**src/sv/polygon_grid_cell_coverage_unit_defines.svh**
```systemverilog
// Assertion macros shared by the polygon grid cell coverage unit.
`ifndef POLYGON_GRID_CELL_COVERAGE_UNIT_DEFINES_SVH
`define POLYGON_GRID_CELL_COVERAGE_UNIT_DEFINES_SVH

// Same-cycle implication, checked outside reset.
`define PGCC_ASSERT_IMPL(label, ante, cons, msg) \
    label: assert property (@(posedge aclk) disable iff (!aresetn) (ante) |-> (cons)) \
        else $error(msg);

// Next-cycle implication, checked outside reset.
`define PGCC_ASSERT_NEXT(label, ante, cons, msg) \
    label: assert property (@(posedge aclk) disable iff (!aresetn) (ante) |=> (cons)) \
        else $error(msg);

`endif

```
**src/sv/pgcc_pkg.sv**
```systemverilog
// Shared types and constants of the polygon grid cell coverage unit.
package pgcc_pkg;

    localparam int SLOT_BITS  = 6;
    localparam int TOTAL_BITS = 7;
    localparam int CELL_SIZE_RESET = 256;

    localparam logic ACT_LOAD = 1'b0;
    localparam logic ACT_TEST = 1'b1;

    typedef enum logic [1:0] {
        REG_VERTEX_TOTAL = 2'd0,
        REG_CELL_SIZE    = 2'd1,
        REG_ORIGIN_X     = 2'd2,
        REG_ORIGIN_Z     = 2'd3
    } cfg_reg_t;

    typedef struct packed {
        logic store_vertex;
        logic capture;
        logic scale_x;
        logic scale_z;
        logic finish_z;
        logic take_prev;
        logic edge_mul;
        logic edge_cmp;
        logic out_load;
    } pgcc_cmd_t;

    typedef struct packed {
        logic few_vertices;
        logic out_busy;
    } pgcc_stat_t;

endpackage

```
**src/sv/pgcc_ctrl.sv**
```systemverilog
// Controller state machine: sequences cell setup and the edge walk.
`include "polygon_grid_cell_coverage_unit_defines.svh"
module pgcc_ctrl #(
    parameter int AW = 6,
    parameter int CW = 7
) (
    input  logic                aclk,
    input  logic                aresetn,
    input  logic                s_tvalid,
    input  logic                s_tuser,
    output logic                s_tready,
    input  logic [CW-1:0]       vert_num,
    input  pgcc_pkg::pgcc_stat_t stat,
    output pgcc_pkg::pgcc_cmd_t  cmd,
    output logic [AW-1:0]       rd_addr
);
    import pgcc_pkg::*;

    typedef enum logic [3:0] {
        ST_IDLE, ST_SCALE_X, ST_SCALE_Z, ST_FINISH_Z, ST_PREP,
        ST_LOAD_PREV, ST_MUL, ST_CMP, ST_DONE
    } state_t;

    state_t        state_reg, state_next;
    logic [AW-1:0] idx_reg, idx_next;
    logic          last_edge;

    assign last_edge = (CW'(idx_reg) + CW'(1)) == vert_num;

    always_comb begin
        state_next = state_reg;
        idx_next   = idx_reg;
        case (state_reg)
            ST_IDLE: begin
                if (s_tvalid && s_tuser == ACT_TEST) state_next = ST_SCALE_X;
            end
            ST_SCALE_X:  state_next = ST_SCALE_Z;
            ST_SCALE_Z:  state_next = ST_FINISH_Z;
            ST_FINISH_Z: state_next = stat.few_vertices ? ST_DONE : ST_PREP;
            ST_PREP:     state_next = ST_LOAD_PREV;
            ST_LOAD_PREV: begin
                idx_next   = '0;
                state_next = ST_MUL;
            end
            ST_MUL: state_next = ST_CMP;
            ST_CMP: begin
                if (last_edge) begin
                    state_next = ST_DONE;
                end else begin
                    idx_next   = idx_reg + AW'(1);
                    state_next = ST_MUL;
                end
            end
            ST_DONE: begin
                if (!stat.out_busy) state_next = ST_IDLE;
            end
            default: state_next = ST_IDLE;
        endcase
    end

    always_ff @(posedge aclk) begin
        if (!aresetn) begin
            state_reg <= ST_IDLE;
            idx_reg   <= '0;
        end else begin
            state_reg <= state_next;
            idx_reg   <= idx_next;
        end
    end

    always_comb begin
        case (state_reg)
            ST_PREP:      rd_addr = AW'(vert_num - CW'(1));
            ST_CMP:       rd_addr = idx_reg + AW'(1);
            default:      rd_addr = '0;
        endcase
    end

    assign s_tready         = (state_reg == ST_IDLE);
    assign cmd.store_vertex = s_tready && s_tvalid && s_tuser == ACT_LOAD;
    assign cmd.capture      = s_tready && s_tvalid && s_tuser == ACT_TEST;
    assign cmd.scale_x      = (state_reg == ST_SCALE_X);
    assign cmd.scale_z      = (state_reg == ST_SCALE_Z);
    assign cmd.finish_z     = (state_reg == ST_FINISH_Z);
    assign cmd.take_prev    = (state_reg == ST_LOAD_PREV);
    assign cmd.edge_mul     = (state_reg == ST_MUL);
    assign cmd.edge_cmp     = (state_reg == ST_CMP);
    assign cmd.out_load     = (state_reg == ST_DONE) && !stat.out_busy;

    `PGCC_ASSERT_IMPL(a_idx_range, state_reg == ST_MUL, CW'(idx_reg) < vert_num, "idx overrun")
    `PGCC_ASSERT_NEXT(a_start_scale, cmd.capture, state_reg == ST_SCALE_X, "setup not started")
    `PGCC_ASSERT_IMPL(a_walk_enough, state_reg == ST_PREP, !stat.few_vertices, "walk below three")

endmodule

```
**config.mk**
```make
export PLATFORM = sky130hd
export DESIGN_NAME = pgcc_ctrl
export DESIGN_NICKNAME = d
export VERILOG_FILES = /design/src/sv/pgcc_pkg.sv /design/src/sv/pgcc_ctrl.sv
export VERILOG_INCLUDE_DIRS = /design/src /design/src/sv
export SDC_FILE = /design/constraint.sdc
export NUM_CORES = 1
export LEC_CHECK = 0
export BUFFER_PORTS_ARGS = -buffer_cell sky130_fd_sc_hd__buf_4
export CORE_ASPECT_RATIO = 1.2
export CORE_MARGIN = 4
export CORE_UTILIZATION = 45
export CTS_BUF_LIST = sky130_fd_sc_hd__clkbuf_16
export DETAILED_ROUTE_END_ITERATION = 8
export PLACE_DENSITY = 0.74
export SLEW_MARGIN = 20
export SYNTH_ARGS = -nofsm -noshare
export SYNTH_HDL_FRONTEND = slang
export SYNTH_SLANG_ARGS = --single-unit
```
**constraint.sdc**
```tcl
create_clock -name aclk -period 2 [get_ports aclk]
set_input_delay 0.1 -clock aclk [delete_from_list [all_inputs] [get_ports aclk]]
set_output_delay 0.1 -clock aclk [all_outputs]
set_load 0.02 [all_outputs]
```
### Word-level counts from Yosys, hierarchy flattened

Cells that the tools add are included.

* memory bits (read-only): 0
* output and inout bits: 16
* RAM bits: 0
* memories kept: 0
* bits of input ports: 13
* word-level logic and storage cells: 36
* bits in latches: 0
* flip-flop bits (word level): 10

* reductions and logical operators: 10
* add/sub/neg operators: 3
* mux-type cells: 8
* order comparisons: 0
* $mul: 0
* bitwise operators: 1
* shift-type cells: 0
* divide/modulo/power cells: 0
* equality and inequality tests: 12

Operator list (count)
* 4-bit case mux with 9 select lines: 1
* 6-bit case mux with 2 select lines: 2
* 4-bit by 3-bit equality test with 1-bit output (second input constant): 4
* 4-bit two-way mux: 4
* 4-bit by 2-bit equality test with 1-bit output (second input constant): 2
* 6-bit by 1-bit adder with 7-bit output (second input constant): 1
* 7-bit equality test: 1
* 6-bit by 1-bit adder with 6-bit output (second input constant): 1
* 6-bit two-way mux: 1
* 6-bit by 1-bit subtractor with 6-bit output (second input constant): 1
* 1-bit logical AND: 5
* 4-bit by 1-bit equality test with 1-bit output (second input constant): 1
* 4-bit equality test (second input constant): 1
* 4-bit zero test: 1
* 2-bit != test (second input constant): 2
* 2-bit AND reduction: 2
* 2-bit by 1-bit != test with 1-bit output (second input constant): 1
* 2-bit nonzero test: 1
* 1-bit zero test: 1
* 1-bit inverter: 1

### Depth between registers and ports, before layout

* word-level depth: 4
* depth in mapped cells: 8
* mapped depth without buffers: 7

### Worst setup path before layout

OpenSTA, ideal clock, no wires.

* kind: reg2reg
* start: register idx_reg[4]
* end: register idx_reg[0]
* data arrival time: 1.945 ns
* buffers on the path: 1
* setup time: 0.070 ns
* path slack: -0.015 ns
* data required time: 1.930 ns
* stages on the path, launching flop included: 8
* cell sequence: dfxtp_1 xor2_1 mux2_1 o32ai_4 a31oi_1 buf_2 or3_1 a21boi_1

* word-level cells in the longest chain between the ends: 4

Ends and longest elaborated chain
* start: declaration: line pgcc_ctrl.sv:25 `logic [AW-1:0] idx_reg, idx_next;`
* start signal: assignment: line pgcc_ctrl.sv:67 `idx_reg <= idx_next;`
* 6-bit by 1-bit adder with 7-bit output: line pgcc_ctrl.sv:28 `assign last_edge = (CW'(idx_reg) + CW'(1)) == vert_num;`
* 7-bit equality test: line pgcc_ctrl.sv:28
* 2-bit != test (no line)
* 2-bit AND reduction (no line)

Every way passes these cells.
A chain may end at the register's enable or synchronous reset.

### Worst setup path after layout

* start: register idx_reg[4]
* end: register idx_reg[3]

Same word-level chain as after synthesis.

==> impl_metrics.py <==
metrics = {
    "timing": {
        "fmax_mhz": 515,
        "skew_ns": 0.00487,
        "slew-limit-headroom": 0.604,
        "timing.final.crit_period_ns": 1.94,
        "hold_ws_ns": 0.174,
        "hold_viol": 0,
        "fin_crit_sh": 0.971,
        "worst_pin_slew_ns": 0.588,
        "finalSetupViolCount": 0,
        "final_max_slew_viol_count": 0,
    },
    "clocking": {
        "cts_buffers": 3,
        "htree_levels": 1,
        "cts_sinks": 10,
        "clkTransAtPathRegs_ns": 0.04,
        "cts.path.max_buffers": 2,
        "holdBufCountCts": 0,
        "cts-root-buf": "clkbuf_16",
        "clock_latency_ns": 0.24,
        "tritoncts": "built",
    },
    "die": {
        "die_area_sq_mm": 0.00287,
        "start_util": 0.487,
        "die_h_microns": 57.9,
        "io_pins": 29,
        "core_sq_mm": 0.00191,
        "die_w_microns": 49.5,
        "rows": 17,
    },
    "pwr": {
        "power.density_mw_per_mm2": 519,
        "p_sw_frac": 0.250,
        "comb_power_share": 0.217,
        "clockPowerShare": 0.485,
        "p_int_uw": 543,
        "seqPwrFrac": 0.298,
        "p_leak_uw": 0.000587,
        "max-vdd-ir-drop_uv": 519,
        "p_switching_uw": 181,
    },
    "critical_path": {
        "crit_family": "compound AO/OA/AOI/OAI gates",
        "crit_fanout": 6,
        "crit_buf_inv": 1,
        "endpoint_kind": "register",
        "crit_chain": "xor2_2 > mux2_2 > o32ai_4 > a31oi_4 > buf_4 > o21ai_0 > a21boi_0",
        "slowest_stage": "mux2_2",
        "critPathArrivalTime_ns": 2.04,
        "crit_path_start_kind": "register",
        "crit_type": "reg2reg",
        "max_stage_delay_ns": 0.38,
        "required_ns": 2.10,
    },
    "yosys": {
        "ys_warn_count": 0,
        "synthArstFlopShare": 0,
        "synth_area_per_cell_sq_um": 7.23,
        "ys_seq_area_frac": 0.215,
        "synth_area_sq_um": 932,
        "synth_flop_cell": "dfxtp_1",
        "synth_edf_count": 0,
        "syn_inst": 129,
        "synth_nets": 144,
        "synth_cell_types": 36,
        "ys_ff_latch": 10,
    },
    "final_layout": {
        "fill_cells": 161,
        "area_growth_pct": 49.7,
        "instances_no_fill": 190,
        "final_common_cell": "buf_4",
        "layout_common_cells": "44 x buf_4, 15 x nand2_1, 12 x o21ai_0, 11 x nor2_1, 8 x dfxtp_1",
        "diodes": 0,
        "drive_gt1_frac": 0.351,
        "largest_reg_flops": 6,
        "finalNetCount": 187,
    },
    "placement": {
        "numPortBuffers": 28,
        "gp_congestion": 0.893,
        "hpwlAfterDp_microns": 2060,
        "placed_cells": 184,
    },
    "drt": {
        "dr.pass1.iters": 4,
        "dr.first_iter.drc_count": 25,
        "drcViolationCount": 0,
        "vias": 1058,
        "antenna_left": 0,
        "wl_per_cell_microns": 14.5,
        "viasPerCell": 5.57,
        "drt_wl_total_microns": 2760,
    },
    "grt": {
        "grt_antenna_before_repair": 0,
        "gr-usage-all-layers": 0.209,
        "gr-total-overflow": 0,
        "grt_pass1_vias": 1061,
        "grt_pass1_wl_microns": 4650,
        "grt_max_degree": 14,
    },
    "worst_hold_path": {
        "min_path_type": "in2reg",
    },
    "run_status": {
        "status": "finished clean",
    },
    "job": {
        "drv_cap": 0,
    },
}
-- kinds of logic (layout without fill, tap and decap cells) --
logic type,count (synthesis),count (layout),synth area share
flops,10,10,0.215
compound gates,29,29,0.207
simple gates,61,61,0.345
xor+xnor,12,12,0.128
fa+ha+maj,2,2,0.0268
mux,2,2,0.0242
buf+inv,13,55,0.0550
-- area by class of cell --
type,count,area [sq um],share of cell area
multi-input combinational,106,733,0.526
timing repair buffer,44,330,0.237
sequential,10,203,0.145
clock buffer,3,75.1,0.0538
inverter,7,26.3,0.0188
tap,19,23.8,0.0170
clock inverter,1,3.75,0.00269
-- power by group through the flow --
stage / sequential [uW] / clock [uW] / combinational, uW
floorplan: 217 / 0 / 89.1
global placement: 219 / 0 / 149
detailed placement: 219 / 0 / 150
CTS: 216 / 358 / 153
global route: 217 / 373 / 173
finish: 216 / 351 / 157
-- routing by layer --
layer,vias up,track usage,part of all wire
met3,6,0.0488,0.063
met5,-,0,0
met2,43,0.384,0.52
met1,472,0.223,0.40
met4,0,0.0988,0.017
li1,537,-,-
-- per-stage QoR --
step / utilization / total power, uW / cell area, sq um / setup slack, ns / setup TNS [ns]
6_report: 0.729 / 724 / 1400 / 0.0580 / 0
4_1_cts: 0.711 / 726 / 1360 / 0.0213 / 0
3_5_place_dp: 0.657 / 369 / 1260 / -0.0402 / -0.0402
2_1_floorplan: - / 306 / 943 / 0.0292 / 0
5_1_grt: 0.729 / 762 / 1400 / -0.0294 / -0.0769
3_3_place_gp: 0.657 / 368 / 1260 / 0.0375 / 0
-- synth_stat cells, types with 3 or more instances --
library cell	count	area, sq um
o22ai_1	4	25.0
and2_1	3	18.8
nor3_1	7	35.0
a21oi_1	3	15.0
a21boi_0	3	22.5
inv_1	7	26.3
dfxtp_1	10	200
o21ai_0	12	60.1
nand2_1	15	56.3
nand3_1	8	40.0
clkbuf_1	4	15.0
nor2_1	11	41.3
nand3b_1	3	22.5
nand2b_1	3	18.8
xor2_1	4	35.0
xnor2_1	7	61.3
-- timing repair --
action                                  CTS  global route
buffers inserted                          0             2
pin swaps                                 2             4
endpoints found under the setup margin    2             5
gates resized for setup                   3             6
gates cloned                              0             0
-- path summary, 6_finish.rpt --
path | slack [ns] | from | end | cells past startpoint
worst max-delay path | 0.06 | idx_reg[4] | idx_reg[3] | 7
worst min register to register | 0.50 | state_reg[0] | state_reg[0] | 1
worst min-delay path | 0.17 | aresetn | state_reg[1] | 2
worst max register to register | 0.06 | idx_reg[4] | idx_reg[3] | 7
Note: power is estimated with default switching activity, not from simulation.
